## config.mk

```make
export PLATFORM = sky130hd
export DESIGN_NAME = beat_phase_pi_lock
export DESIGN_NICKNAME = d
export VERILOG_FILES = /design/src/sv/bpl_pkg.sv /design/src/sv/bpl_regs.sv /design/src/sv/bpl_smul.sv /design/src/sv/bpl_core.sv /design/src/sv/beat_phase_pi_lock.sv
export SDC_FILE = /design/constraint.sdc
export NUM_CORES = 1
export LEC_CHECK = 0
export ABC_AREA = 1
export ABC_CLOCK_PERIOD_IN_PS = 10300
export BUFFER_PORTS_ARGS = -buffer_cell sky130_fd_sc_hd__buf_2
export CAP_MARGIN = 30
export CORE_MARGIN = 5
export CORE_UTILIZATION = 55
export CTS_CLUSTER_SIZE = 30
export DETAILED_ROUTE_END_ITERATION = 10
export PLACE_DENSITY = 0.81
export SYNTH_ARGS = -nofsm -noshare
export SYNTH_HDL_FRONTEND = slang
export SYNTH_SLANG_ARGS = --single-unit
export TNS_END_PERCENT = 10
```

## constraint.sdc

```tcl
create_clock -name clk -period 10.3 [get_ports clk]
set_input_delay 0.515 -clock clk [delete_from_list [all_inputs] [get_ports clk]]
set_output_delay 0.515 -clock clk [all_outputs]
set_load 0.02 [all_outputs]
```

## src/sv/bpl_pkg.sv

```systemverilog
// ----------------------------------------------------------------------------
// bpl_pkg: shared types and constants for the beat phase PI lock
// Widths, register indexes, reset values and the config/item/result types.
// ----------------------------------------------------------------------------
package bpl_pkg;

  localparam int PHASE_BITS = 16;

  localparam int ERR_W   = PHASE_BITS + 1;   // wrapped error, signed
  localparam int MAG_W   = PHASE_BITS;       // |error|
  localparam int DT_W    = 12;
  localparam int GAIN_W  = 10;
  localparam int LIM_W   = 15;
  localparam int WIN_W   = 16;
  localparam int NUDGE_W = LIM_W + 1;

  // serial multiplier geometry
  localparam int MC_W   = GAIN_W + DT_W;
  localparam int MP_W   = (MAG_W > DT_W) ? MAG_W : DT_W;
  localparam int PROD_W = MC_W + MP_W;
  localparam int CNT_W  = $clog2(MP_W);

  // fixed point of the integral and the sum
  localparam int FRAC_SH    = PHASE_BITS + 10;
  localparam int KP_SH      = 16;
  localparam int INT_W      = LIM_W + FRAC_SH + 1;
  localparam int SUM_W      = INT_W + 2;
  localparam int Q_W        = SUM_W + 1 - FRAC_SH;
  localparam int ROUND_BIAS = 1 << (FRAC_SH - 1);

  localparam int HALF = 1 << (PHASE_BITS - 1);
  localparam int FULL = 1 << PHASE_BITS;
  localparam logic signed [ERR_W:0] HALF_S = (ERR_W + 1)'(HALF);
  localparam logic signed [ERR_W:0] FULL_S = (ERR_W + 1)'(FULL);

  localparam int DT_MIN = 66;
  localparam int DT_MAX = 3277;

  // APB register map
  localparam int ADDR_W    = 5;
  localparam int DATA_W    = 32;
  localparam int REG_IDX_W = ADDR_W - 2;

  localparam logic [REG_IDX_W-1:0] REG_KP_NORMAL     = 3'd0;
  localparam logic [REG_IDX_W-1:0] REG_KP_BOOST      = 3'd1;
  localparam logic [REG_IDX_W-1:0] REG_KI_GAIN       = 3'd2;
  localparam logic [REG_IDX_W-1:0] REG_LIMIT_NORMAL  = 3'd3;
  localparam logic [REG_IDX_W-1:0] REG_LIMIT_BOOST   = 3'd4;
  localparam logic [REG_IDX_W-1:0] REG_LOCK_WINDOW   = 3'd5;
  localparam logic [REG_IDX_W-1:0] REG_CHANGE_WINDOW = 3'd6;
  localparam logic [REG_IDX_W-1:0] REG_DT_DEFAULT    = 3'd7;

  localparam logic [GAIN_W-1:0] RST_KP_NORMAL     = 10'd224;
  localparam logic [GAIN_W-1:0] RST_KP_BOOST      = 10'd480;
  localparam logic [GAIN_W-1:0] RST_KI_GAIN       = 10'd144;
  localparam logic [LIM_W-1:0]  RST_LIMIT_NORMAL  = 15'd6144;
  localparam logic [LIM_W-1:0]  RST_LIMIT_BOOST   = 15'd15360;
  localparam logic [WIN_W-1:0]  RST_LOCK_WINDOW   = 16'd655;
  localparam logic [GAIN_W-1:0] RST_CHANGE_WINDOW = 10'd1;
  localparam logic [DT_W-1:0]   RST_DT_DEFAULT    = 12'd262;

  // stream payload widths
  localparam int IN_TDATA_W  = 56;
  localparam int OUT_TDATA_W = 40;

  typedef struct packed {
    logic [GAIN_W-1:0] kp_normal;
    logic [GAIN_W-1:0] kp_boost;
    logic [GAIN_W-1:0] ki_gain;
    logic [LIM_W-1:0]  limit_normal;
    logic [LIM_W-1:0]  limit_boost;
    logic [WIN_W-1:0]  lock_window;
    logic [GAIN_W-1:0] change_window;
    logic [DT_W-1:0]   dt_default;
  } cfg_t;

  typedef struct packed {
    logic        follower_active;
    logic        master_ready;
    logic [15:0] master_phase;
    logic [15:0] own_phase;
    logic [15:0] elapsed_ticks;
    logic        resync;
  } item_t;

  typedef struct packed {
    logic signed [NUDGE_W-1:0] nudge;
    logic                      nudge_updated;
    logic                      boost_active;
    logic signed [ERR_W-1:0]   phase_error;
  } res_t;

endpackage

```

## src/sv/bpl_regs.sv

```systemverilog
// ----------------------------------------------------------------------------
// bpl_regs: APB configuration registers
// Eight word registers holding gains, ceilings, windows and default dt.
// ----------------------------------------------------------------------------
module bpl_regs import bpl_pkg::*; (
  input  logic              clk,
  input  logic              rst_n,
  input  logic              psel,
  input  logic              penable,
  input  logic              pwrite,
  input  logic [ADDR_W-1:0] paddr,
  input  logic [DATA_W-1:0] pwdata,
  output logic [DATA_W-1:0] prdata,
  output logic              pready,
  output cfg_t              cfg
);

  cfg_t                 cfg_r;
  logic [REG_IDX_W-1:0] idx;
  logic                 wr_en;

  assign pready = 1'b1;
  assign idx    = paddr[ADDR_W-1:2];
  assign wr_en  = psel & penable & pwrite;
  assign cfg    = cfg_r;

  always_ff @(posedge clk) begin
    if (!rst_n) begin
      cfg_r.kp_normal     <= RST_KP_NORMAL;
      cfg_r.kp_boost      <= RST_KP_BOOST;
      cfg_r.ki_gain       <= RST_KI_GAIN;
      cfg_r.limit_normal  <= RST_LIMIT_NORMAL;
      cfg_r.limit_boost   <= RST_LIMIT_BOOST;
      cfg_r.lock_window   <= RST_LOCK_WINDOW;
      cfg_r.change_window <= RST_CHANGE_WINDOW;
      cfg_r.dt_default    <= RST_DT_DEFAULT;
    end else if (wr_en) begin
      case (idx)
        REG_KP_NORMAL:     cfg_r.kp_normal     <= pwdata[GAIN_W-1:0];
        REG_KP_BOOST:      cfg_r.kp_boost      <= pwdata[GAIN_W-1:0];
        REG_KI_GAIN:       cfg_r.ki_gain       <= pwdata[GAIN_W-1:0];
        REG_LIMIT_NORMAL:  cfg_r.limit_normal  <= pwdata[LIM_W-1:0];
        REG_LIMIT_BOOST:   cfg_r.limit_boost   <= pwdata[LIM_W-1:0];
        REG_LOCK_WINDOW:   cfg_r.lock_window   <= pwdata[WIN_W-1:0];
        REG_CHANGE_WINDOW: cfg_r.change_window <= pwdata[GAIN_W-1:0];
        REG_DT_DEFAULT:    cfg_r.dt_default    <= pwdata[DT_W-1:0];
        default: ;
      endcase
    end
  end

  always_comb begin
    case (idx)
      REG_KP_NORMAL:     prdata = DATA_W'(cfg_r.kp_normal);
      REG_KP_BOOST:      prdata = DATA_W'(cfg_r.kp_boost);
      REG_KI_GAIN:       prdata = DATA_W'(cfg_r.ki_gain);
      REG_LIMIT_NORMAL:  prdata = DATA_W'(cfg_r.limit_normal);
      REG_LIMIT_BOOST:   prdata = DATA_W'(cfg_r.limit_boost);
      REG_LOCK_WINDOW:   prdata = DATA_W'(cfg_r.lock_window);
      REG_CHANGE_WINDOW: prdata = DATA_W'(cfg_r.change_window);
      REG_DT_DEFAULT:    prdata = DATA_W'(cfg_r.dt_default);
      default:           prdata = '0;
    endcase
  end

endmodule

```

## src/sv/bpl_smul.sv

```systemverilog
// ----------------------------------------------------------------------------
// bpl_smul: bit-serial shift-add multiplier
// Unsigned, one multiplier bit per cycle, MP_W multiplier bits per product.
// ----------------------------------------------------------------------------
module bpl_smul import bpl_pkg::*; (
  input  logic              clk,
  input  logic              rst_n,
  input  logic              start,
  input  logic [MC_W-1:0]   mcand,
  input  logic [MP_W-1:0]   mplier,
  output logic              done,
  output logic [PROD_W-1:0] prod
);

  logic [MC_W-1:0]  mc_r;
  logic [PROD_W:0]  acc_r;
  logic [CNT_W-1:0] cnt_r;
  logic             busy_r;
  logic             done_r;

  logic [MC_W-1:0]  addend;
  logic [MC_W+1:0]  hi_sum;

  // high half gets the multiplicand when the current low bit is set,
  // then the whole word shifts right by one
  assign addend = acc_r[0] ? mc_r : '0;
  assign hi_sum = {1'b0, acc_r[PROD_W:MP_W]} + (MC_W + 2)'(addend);

  assign done = done_r;
  assign prod = acc_r[PROD_W-1:0];

  always_ff @(posedge clk) begin
    if (!rst_n) begin
      busy_r <= 1'b0;
      done_r <= 1'b0;
      cnt_r  <= '0;
    end else if (start) begin
      busy_r <= 1'b1;
      done_r <= 1'b0;
      cnt_r  <= '0;
    end else if (busy_r) begin
      cnt_r <= cnt_r + 1'b1;
      if (cnt_r == CNT_W'(MP_W - 1)) begin
        busy_r <= 1'b0;
        done_r <= 1'b1;
      end
    end else begin
      done_r <= 1'b0;
    end
  end

  always_ff @(posedge clk) begin
    if (start) begin
      mc_r  <= mcand;
      acc_r <= (PROD_W + 1)'(mplier);
    end else if (busy_r) begin
      acc_r <= {hi_sum, acc_r[MP_W-1:1]};
    end
  end

endmodule

```

## src/sv/bpl_core.sv

```systemverilog
// ----------------------------------------------------------------------------
// bpl_core: PI phase lock sequencer and datapath
// Wraps the phase error, runs the three products through the serial
// multiplier, integrates with clamping, rounds and applies the nudge.
// ----------------------------------------------------------------------------
module bpl_core import bpl_pkg::*; (
  input  logic  clk,
  input  logic  rst_n,
  input  cfg_t  cfg,
  input  logic  item_valid,
  output logic  item_ready,
  input  item_t item,
  output logic  res_valid,
  input  logic  res_ready,
  output res_t  res
);

  typedef enum logic [2:0] {
    S_IDLE, S_KD, S_IE, S_INTEG, S_KE, S_SUM, S_ROUND, S_FINAL
  } state_t;

  state_t state_r, state_nxt;

  // controller state
  logic                      boost_r, boost_nxt;
  logic                      clk_valid_r, clk_valid_nxt;
  logic                      active_r, active_nxt;
  logic signed [NUDGE_W-1:0] nudge_r, nudge_nxt;
  logic signed [INT_W-1:0]   integ_r, integ_nxt;

  // per-transaction working registers
  logic signed [ERR_W-1:0]   err_r, err_nxt;
  logic [MAG_W-1:0]          emag_r, emag_nxt;
  logic signed [SUM_W-1:0]   sum_r, sum_nxt;
  logic [Q_W-1:0]            q_r, q_nxt;
  logic                      qneg_r, qneg_nxt;

  // multiplier hookup
  logic              mul_start;
  logic [MC_W-1:0]   mul_mcand;
  logic [MP_W-1:0]   mul_mplier;
  logic              mul_done;
  logic [PROD_W-1:0] mul_prod;

  // combinational helpers
  logic                      accept;
  logic                      active_in;
  logic signed [ERR_W:0]     diff, wrapped;
  logic signed [ERR_W-1:0]   err_in, err_neg;
  logic [MAG_W-1:0]          emag_in;
  logic [DT_W-1:0]           dt_in;
  logic [GAIN_W-1:0]         kp_sel;
  logic [LIM_W-1:0]          lim_sel;
  logic signed [INT_W:0]     lim_s, prod_ext, inc, isum, iclamp;
  logic signed [SUM_W-1:0]   pmag, pterm, integ_ext;
  logic [SUM_W-1:0]          smag;
  logic [SUM_W:0]            rnd;
  logic [LIM_W-1:0]          nmag;
  logic signed [NUDGE_W-1:0] nn_pos, nn;
  logic signed [NUDGE_W:0]   delta, dmag;
  logic                      change, lock;

  bpl_smul u_smul (
    .clk    (clk),
    .rst_n  (rst_n),
    .start  (mul_start),
    .mcand  (mul_mcand),
    .mplier (mul_mplier),
    .done   (mul_done),
    .prod   (mul_prod)
  );

  assign item_ready = (state_r == S_IDLE);
  assign accept     = item_ready & item_valid;
  assign active_in  = item.follower_active & item.master_ready;

  // error wrap to plus or minus half a beat
  always_comb begin
    diff = $signed({2'b00, item.master_phase[PHASE_BITS-1:0]})
         - $signed({2'b00, item.own_phase[PHASE_BITS-1:0]});
    if (diff > HALF_S) begin
      wrapped = diff - FULL_S;
    end else if (diff < -HALF_S) begin
      wrapped = diff + FULL_S;
    end else begin
      wrapped = diff;
    end
    err_in  = wrapped[ERR_W-1:0];
    err_neg = -err_in;
    emag_in = err_in[ERR_W-1] ? err_neg[MAG_W-1:0] : err_in[MAG_W-1:0];
  end

  // elapsed time, clamped only while the clock is running
  always_comb begin
    if (clk_valid_r && !item.resync) begin
      if (item.elapsed_ticks < 16'(DT_MIN)) begin
        dt_in = DT_W'(DT_MIN);
      end else if (item.elapsed_ticks > 16'(DT_MAX)) begin
        dt_in = DT_W'(DT_MAX);
      end else begin
        dt_in = item.elapsed_ticks[DT_W-1:0];
      end
    end else begin
      dt_in = cfg.dt_default;
    end
  end

  assign kp_sel  = boost_r ? cfg.kp_boost : cfg.kp_normal;
  assign lim_sel = boost_r ? cfg.limit_boost : cfg.limit_normal;
  assign lim_s   = {2'b00, lim_sel, {FRAC_SH{1'b0}}};

  // integral update with anti-windup clamp
  always_comb begin
    prod_ext = (INT_W + 1)'(mul_prod);
    inc      = err_r[ERR_W-1] ? -prod_ext : prod_ext;
    isum     = $signed({integ_r[INT_W-1], integ_r}) + inc;
    if (isum > lim_s) begin
      iclamp = lim_s;
    end else if (isum < -lim_s) begin
      iclamp = -lim_s;
    end else begin
      iclamp = isum;
    end
  end

  // proportional term scaled up to the integral's fixed point
  always_comb begin
    pmag      = {1'b0, mul_prod[SUM_W-KP_SH-2:0], {KP_SH{1'b0}}};
    pterm     = err_r[ERR_W-1] ? -pmag : pmag;
    integ_ext = {{(SUM_W - INT_W){integ_r[INT_W-1]}}, integ_r};
  end

  // round half away from zero on the magnitude
  always_comb begin
    smag = sum_r[SUM_W-1] ? -sum_r : sum_r;
    rnd  = {1'b0, smag} + (SUM_W + 1)'(ROUND_BIAS);
  end

  // final clamp, change window and lock window
  always_comb begin
    nmag   = (q_r > Q_W'(lim_sel)) ? lim_sel : q_r[LIM_W-1:0];
    nn_pos = {1'b0, nmag};
    nn     = qneg_r ? -nn_pos : nn_pos;
    delta  = {nn[NUDGE_W-1], nn} - {nudge_r[NUDGE_W-1], nudge_r};
    dmag   = delta[NUDGE_W] ? -delta : delta;
    change = dmag > (NUDGE_W + 1)'(cfg.change_window);
    lock   = emag_r < cfg.lock_window;
  end

  always_comb begin
    if (active_r) begin
      res.nudge         = change ? nn : nudge_r;
      res.nudge_updated = change;
      res.boost_active  = boost_r & ~lock;
    end else begin
      res.nudge         = '0;
      res.nudge_updated = (nudge_r != '0);
      res.boost_active  = boost_r;
    end
    res.phase_error = err_r;
  end

  assign res_valid = (state_r == S_FINAL);

  // multiplier operand selection
  always_comb begin
    mul_start  = 1'b0;
    mul_mcand  = MC_W'(cfg.ki_gain);
    mul_mplier = MP_W'(dt_in);
    case (state_r)
      S_IDLE: begin
        mul_start = accept & active_in;
      end
      S_KD: begin
        mul_start  = mul_done;
        mul_mcand  = mul_prod[MC_W-1:0];
        mul_mplier = MP_W'(emag_r);
      end
      S_INTEG: begin
        mul_start  = 1'b1;
        mul_mcand  = MC_W'(kp_sel);
        mul_mplier = MP_W'(emag_r);
      end
      default: ;
    endcase
  end

  always_comb begin
    state_nxt     = state_r;
    boost_nxt     = boost_r;
    clk_valid_nxt = clk_valid_r;
    active_nxt    = active_r;
    nudge_nxt     = nudge_r;
    integ_nxt     = integ_r;
    err_nxt       = err_r;
    emag_nxt      = emag_r;
    sum_nxt       = sum_r;
    q_nxt         = q_r;
    qneg_nxt      = qneg_r;
    case (state_r)
      S_IDLE: begin
        if (accept) begin
          // resync wipes the loop before the step itself
          if (item.resync) begin
            boost_nxt = 1'b1;
            nudge_nxt = '0;
          end
          if (item.resync || !active_in) begin
            integ_nxt = '0;
          end
          clk_valid_nxt = active_in;
          active_nxt    = active_in;
          err_nxt       = active_in ? err_in : '0;
          emag_nxt      = emag_in;
          state_nxt     = active_in ? S_KD : S_FINAL;
        end
      end
      S_KD: begin
        if (mul_done) state_nxt = S_IE;
      end
      S_IE: begin
        if (mul_done) state_nxt = S_INTEG;
      end
      S_INTEG: begin
        integ_nxt = iclamp[INT_W-1:0];
        state_nxt = S_KE;
      end
      S_KE: begin
        if (mul_done) state_nxt = S_SUM;
      end
      S_SUM: begin
        sum_nxt   = pterm + integ_ext;
        state_nxt = S_ROUND;
      end
      S_ROUND: begin
        q_nxt     = rnd[SUM_W:FRAC_SH];
        qneg_nxt  = sum_r[SUM_W-1];
        state_nxt = S_FINAL;
      end
      S_FINAL: begin
        if (res_ready) begin
          nudge_nxt = res.nudge;
          boost_nxt = res.boost_active;
          state_nxt = S_IDLE;
        end
      end
      default: state_nxt = S_IDLE;
    endcase
  end

  always_ff @(posedge clk) begin
    if (!rst_n) begin
      state_r     <= S_IDLE;
      boost_r     <= 1'b0;
      clk_valid_r <= 1'b0;
      active_r    <= 1'b0;
      nudge_r     <= '0;
      integ_r     <= '0;
    end else begin
      state_r     <= state_nxt;
      boost_r     <= boost_nxt;
      clk_valid_r <= clk_valid_nxt;
      active_r    <= active_nxt;
      nudge_r     <= nudge_nxt;
      integ_r     <= integ_nxt;
    end
  end

  always_ff @(posedge clk) begin
    err_r  <= err_nxt;
    emag_r <= emag_nxt;
    sum_r  <= sum_nxt;
    q_r    <= q_nxt;
    qneg_r <= qneg_nxt;
  end

endmodule

```

## src/sv/beat_phase_pi_lock.sv

```systemverilog
// ----------------------------------------------------------------------------
// beat_phase_pi_lock: phase-locking PI loop for a sync follower deck
// Input stream of phase ticks, output stream of tempo nudges, APB config.
// ----------------------------------------------------------------------------
// Usage:
//   in_*   one transaction per tick: gating flags, master and own phase,
//          elapsed time and a resync request. One result comes back per tick.
//   out_*  nudge in 1/1024 percent, update flag, boost flag, wrapped error.
//   cfg_*  APB registers; user writes only while no tick is in flight (unchecked).
// Sequence: an active tick makes three passes through the bit-serial multiplier
//   (ki*dt, that times |error|, kp*|error|) plus the integrate, sum, round and
//   apply steps from acceptance to out_tvalid. An inactive tick skips the
//   multiplier and goes straight to its result.
// Flow: one tick in flight; in_tready rises once the result moves into the output
//   register, so the next tick is taken while that result waits on out_tready.
// Reset: registers return to their defaults, integral and nudge clear, boost
//   off, clock invalid. A stalled receiver holds the result in the output
//   register; a second result waits in the core until the register frees up.
// ----------------------------------------------------------------------------
module beat_phase_pi_lock import bpl_pkg::*; (
  input  logic                   clk,
  input  logic                   rst_n,
  input  logic                   in_tvalid,
  output logic                   in_tready,
  // [0] follower_active, [1] master_ready, [17:2] master_phase,
  // [33:18] own_phase, [49:34] elapsed_ticks, [50] resync
  input  logic [IN_TDATA_W-1:0]  in_tdata,
  output logic                   out_tvalid,
  input  logic                   out_tready,
  // [15:0] nudge, [16] nudge_updated, [17] boost_active, [34:18] phase_error
  output logic [OUT_TDATA_W-1:0] out_tdata,
  input  logic                   cfg_psel,
  input  logic                   cfg_penable,
  input  logic                   cfg_pwrite,
  input  logic [ADDR_W-1:0]      cfg_paddr,
  input  logic [DATA_W-1:0]      cfg_pwdata,
  output logic [DATA_W-1:0]      cfg_prdata,
  output logic                   cfg_pready
);

  cfg_t  cfg;
  item_t item;
  res_t  res;
  logic  res_valid;
  logic  res_ready;

  logic                   out_valid_r;
  logic [OUT_TDATA_W-1:0] out_data_r;

  assign item.follower_active = in_tdata[0];
  assign item.master_ready    = in_tdata[1];
  assign item.master_phase    = in_tdata[17:2];
  assign item.own_phase       = in_tdata[33:18];
  assign item.elapsed_ticks   = in_tdata[49:34];
  assign item.resync          = in_tdata[50];

  bpl_regs u_regs (
    .clk     (clk),
    .rst_n   (rst_n),
    .psel    (cfg_psel),
    .penable (cfg_penable),
    .pwrite  (cfg_pwrite),
    .paddr   (cfg_paddr),
    .pwdata  (cfg_pwdata),
    .prdata  (cfg_prdata),
    .pready  (cfg_pready),
    .cfg     (cfg)
  );

  bpl_core u_core (
    .clk        (clk),
    .rst_n      (rst_n),
    .cfg        (cfg),
    .item_valid (in_tvalid),
    .item_ready (in_tready),
    .item       (item),
    .res_valid  (res_valid),
    .res_ready  (res_ready),
    .res        (res)
  );

  // output register frees the core as soon as it can take the result
  assign res_ready = ~out_valid_r | out_tready;

  always_ff @(posedge clk) begin
    if (!rst_n) begin
      out_valid_r <= 1'b0;
    end else if (res_valid && res_ready) begin
      out_valid_r <= 1'b1;
    end else if (out_tready) begin
      out_valid_r <= 1'b0;
    end
  end

  always_ff @(posedge clk) begin
    if (res_valid && res_ready) begin
      out_data_r <= {5'b0, res.phase_error, res.boost_active,
                     res.nudge_updated, res.nudge};
    end
  end

  assign out_tvalid = out_valid_r;
  assign out_tdata  = out_data_r;

`ifndef SYNTH
  a_busy_after_accept: assert property (@(posedge clk) disable iff (!rst_n)
    (in_tvalid && in_tready) |=> !in_tready)
    else $error("core took a second tick while one was in flight");

  a_idle_after_handoff: assert property (@(posedge clk) disable iff (!rst_n)
    (res_valid && res_ready) |=> in_tready)
    else $error("core not idle after handing off its result");

  a_no_result_when_idle: assert property (@(posedge clk) disable iff (!rst_n)
    in_tready |-> !res_valid)
    else $error("result offered while the core is idle");

  a_nudge_in_range: assert property (@(posedge clk) disable iff (!rst_n)
    out_tvalid |-> (out_tdata[15:0] != 16'h8000))
    else $error("nudge outside the clamp range");
`endif

endmodule
```

==> out/summary.json <==
{
  "cpPeakStageDelay": {"value": 0.41, "unit": "ns"},
  "core_footprint": {"value": 0.0463, "unit": "sq mm"},
  "place.detailed.hpwl": {"value": 56000, "unit": "um"},
  "layout-area-overhead-vs-synth": {"value": 10.0, "unit": "%"},
  "worst_path_max_delay_cell": {"value": "sky130_fd_sc_hd__nor2_4"},
  "clock-sinks": {"value": 361},
  "syn-cell-area": {"value": 0.0255, "unit": "sq mm"},
  "final_core_utilization": {"value": 60.7, "unit": "%"},
  "timing.hold.worst.start": {"value": "cfg_pwdata[12]"},
  "rsz0062_at_grt": {"value": "no"},
  "post-cts-setup-buffer-count": {"value": 0},
  "result_of_the_run": {"value": "completed"},
  "hold_violations": {"value": 0},
  "first_pass_iters": {"value": 6},
  "number_of_inserted_filler_cells_in_the_final_layout": {"value": 4110},
  "die_x": {"value": 225, "unit": "um"},
  "critical_path.startpoint_type": {"value": "flip-flop"},
  "clock_tree.root_cell": {"value": "sky130_fd_sc_hd__clkbuf_16"},
  "dominantRegCellSynth": {"value": "sky130_fd_sc_hd__dfxtp_1"},
  "worst_ir_drop_vdd": {"value": 0.180, "unit": "mV"},
  "synth-seq-cells": {"value": 361},
  "post_synth_inst_count": {"value": 3375},
  "detail_route.iter0.violations": {"value": 2500},
  "timing.critical_path.mode_cell": {"value": "sky130_fd_sc_hd__nand2_1"},
  "cts_tree": {"value": "done"},
  "multi_input_comb_area": {"value": 0.0145, "unit": "sq mm"},
  "number_of_enable_type_register_cells_in_the_synthesized_netlist": {"value": 170},
  "cts.clk_slew.worst_paths": {"value": 0.06, "unit": "ns"},
  "ctsLongestPathBuffers": {"value": 3},
  "avgRoutedWirePerCell": {"value": 17.9, "unit": "um"},
  "viasPerCell": {"value": 5.78},
  "timing.fmax": {"value": 0.115, "unit": "GHz"},
  "tightest_pin_transition": {"value": 1.02, "unit": "ns"},
  "finalWeightedCongestion": {"value": 1.03},
  "clock_tree.htree_level_count": {"value": 2},
  "final.setup_skew": {"value": 0.0442, "unit": "ns"},
  "count_of_maximum_capacitance_violations": {"value": 0},
  "floorplan.rows": {"value": 79},
  "worst_skew_pair.late_latency": {"value": 0.60, "unit": "ns"},
  "dp_area": {"value": 0.0267, "unit": "sq mm"},
  "start_util": {"value": 55.2, "unit": "%"},
  "setup_viol_count_final": {"value": 0},
  "whs_endpoint": {"value": "u_regs.cfg[65]$_SDFFE_PN1P_"},
  "reg2reg_to": {"value": "out_tdata[6]$_DFFE_PP_"},
  "totalWireLength": {"value": 73600, "unit": "um"},
  "synthArstFlopShare": {"value": 0, "unit": "%"},
  "grt_start_max_net_pins": {"value": 95},
  "cts.hold.buffers_added": {"value": 0},
  "cts_made_buffers": {"value": 41},
  "worstReg2RegStart": {"value": "u_core.boost_r$_SDFFE_PN0P_"},
  "synth-seq-area-share": {"value": 35.0, "unit": "%"},
  "whs_path_depth": {"value": 3},
  "numPortBuffers": {"value": 129},
  "io_pins": {"value": 175},
  "cp_data_arrival_time": {"value": 9.11, "unit": "ns"},
  "globalRouteOverflowTotal": {"value": 0},
  "syn_area_per_cell": {"value": 7.56, "unit": "sq um"},
  "first_global_vias": {"value": 21800},
  "share_of_the_clock_period_used_by_the_worst_path": {"value": 84.4, "unit": "%"},
  "critPathKind": {"value": "reg -> reg"},
  "period_needed": {"value": 8.69, "unit": "ns"},
  "critical_path_required": {"value": 10.72, "unit": "ns"},
  "post-route-cell-area": {"value": 0.0281, "unit": "sq mm"},
  "design.die.area": {"value": 0.0508, "unit": "sq mm"},
  "post_detailed_route_count_of_antenna_violating_nets": {"value": 0},
  "grt_use_total": {"value": 28.1, "unit": "%"},
  "dieHeight": {"value": 225, "unit": "um"},
  "finalSetupTns": {"value": 0, "unit": "ns"},
  "path_max_fanout": {"value": 37},
  "power.density": {"value": 259, "unit": "mW/mm^2"},
  "slew-limit-headroom": {"value": 31.9, "unit": "%"},
  "synth_cell_types": {"value": 66},
  "r2r_slack": {"value": 1.61, "unit": "ns"},
  "vias": {"value": 23800},
  "antenna_found_initial": {"value": 1},
  "hold_class": {"value": "in -> reg"},
  "r2r.worst_path.cells": {"value": 52},
  "synth_warnings": {"value": 0},
  "cts_resized": {"value": 0},
  "seqCellArea": {"value": 0.00893, "unit": "sq mm"},
  "grt_pass1_wl": {"value": 115000, "unit": "um"},
  "maxSlewViolCount": {"value": 0},
  "timing.hold.ws": {"value": 0.165, "unit": "ns"},
  "cellLeakagePower": {"value": 12.5, "unit": "nW"},
  "post-route-drc-count": {"value": 0},
  "layout.nets": {"value": 3782},
  "layout-drive-gt1-share": {"value": 8.75, "unit": "%"},
  "endpoint_kind": {"value": "flip-flop"}
}
[synth_stat cells, drive strengths merged (24+ instances only)]
master / count / area [sq um]
a21oi: 320 / 1610
buf: 43 / 284
clkbuf: 77 / 289
dfxtp: 191 / 3820
edfxtp: 170 / 5100
ha: 200 / 2500
inv: 425 / 1600
nand2: 612 / 2380
nand3: 155 / 823
nand4: 90 / 563
nor2: 337 / 1300
nor3: 51 / 290
o211ai: 35 / 263
o21ai: 259 / 1310
o22ai: 24 / 150
xnor2: 50 / 438
xor2: 163 / 1440
[where the power goes]
group | switching (mW) | internal [mW]
registers | 0.158 | 1.76
logic | 2.59 | 1.29
clock network | 0.635 | 0.841
total | 3.38 | 3.89
[critical path: cells and delay by family (launching register included)]
kind,cells,cell delay (ns)
flip-flops,1,0.31
buffers and inverters,9,1.48
AND/OR/NAND/NOR,28,3.90
AO/OA/AOI/OAI,10,1.44
XOR/XNOR,2,0.47
adder cells (fa/ha/maj),3,0.90
[cell usage in the layout, fill, tap and decap left out, types with 147 or more instances in the layout]
master                     synthesis  routed
sky130_fd_sc_hd__a21oi_1         317     317
sky130_fd_sc_hd__dfxtp_1         191     191
sky130_fd_sc_hd__edfxtp_1        170     170
sky130_fd_sc_hd__ha_1            200     200
sky130_fd_sc_hd__inv_1           415     415
sky130_fd_sc_hd__nand2_1         587     586
sky130_fd_sc_hd__nand3_1         147     147
sky130_fd_sc_hd__nor2_1          330     327
sky130_fd_sc_hd__o21ai_0         235     235
sky130_fd_sc_hd__xor2_1          161     161
[per-layer routing]
layer	vias up	track usage (%)	wire [um]
met3	212	6.40	7460
met2	1088	44.3	32900
met5	-	0	13
met4	2	10.9	3130
met1	10800	37.7	30100
li1	11700	-	-
[worst max-delay path by stage]
stage,cells past startpoint,slack [ns],to,from
after floorplan,53,2.94,out_tdata[15]$_DFFE_PP_,u_core.boost_r$_SDFFE_PN0P_
after global placement,51,1.83,out_tdata[16]$_DFFE_PP_,u_core.boost_r$_SDFFE_PN0P_
after detailed placement,52,1.75,out_tdata[6]$_DFFE_PP_,u_core.boost_r$_SDFFE_PN0P_
after CTS,52,1.72,out_tdata[6]$_DFFE_PP_,u_core.boost_r$_SDFFE_PN0P_
after global routing,52,0.81,out_tdata[6]$_DFFE_PP_,u_core.boost_r$_SDFFE_PN0P_
final,52,1.61,out_tdata[6]$_DFFE_PP_,u_core.boost_r$_SDFFE_PN0P_
[layout make-up]
type	count	share of cell area [%]
multi-input combinational	2483	51.7
clock buffer	55	4.06
timing repair buffer	158	3.23
tap	607	2.70
sequential	361	31.8
antenna	1	0.00891
inverter	432	5.77
clock inverter	21	0.766
[per-stage QoR]
stage / setup slack [ns] / std cells / power [mW]
after detailed placement: 1.75 / 4040 / 5.72
after global routing: 0.809 / 4117 / 7.82
final: 1.61 / 4118 / 7.27
after global placement: 1.83 / 4037 / 5.64
after floorplan: 2.94 / 3396 / 4.78
after CTS: 1.72 / 4116 / 7.21
[sequential cells by signal (all words and copies together), names as in the netlist, 17 cells and up]
register	flops
u_regs.cfg	98
u_core.sum_r	44
u_core.integ_r	42
u_core.u_smul.acc_r	39
out_tdata	35
u_core.u_smul.mc_r	22
u_core.q_r	19
u_core.err_r	17
[cells by family after synthesis]
| group | Yosys count | share of synthesized area [%] |
|---|---|---|
| other | 2 | 0.0294 |
| flip-flops | 361 | 35.0 |
| adder cells (fa/ha/maj) | 205 | 10.2 |
| AO/OA/AOI/OAI | 751 | 16.6 |
| AND/OR/NAND/NOR | 1291 | 22.2 |
| XOR/XNOR | 213 | 7.37 |
| buffers and inverters | 552 | 8.60 |
(Power assumes the default switching activity.)
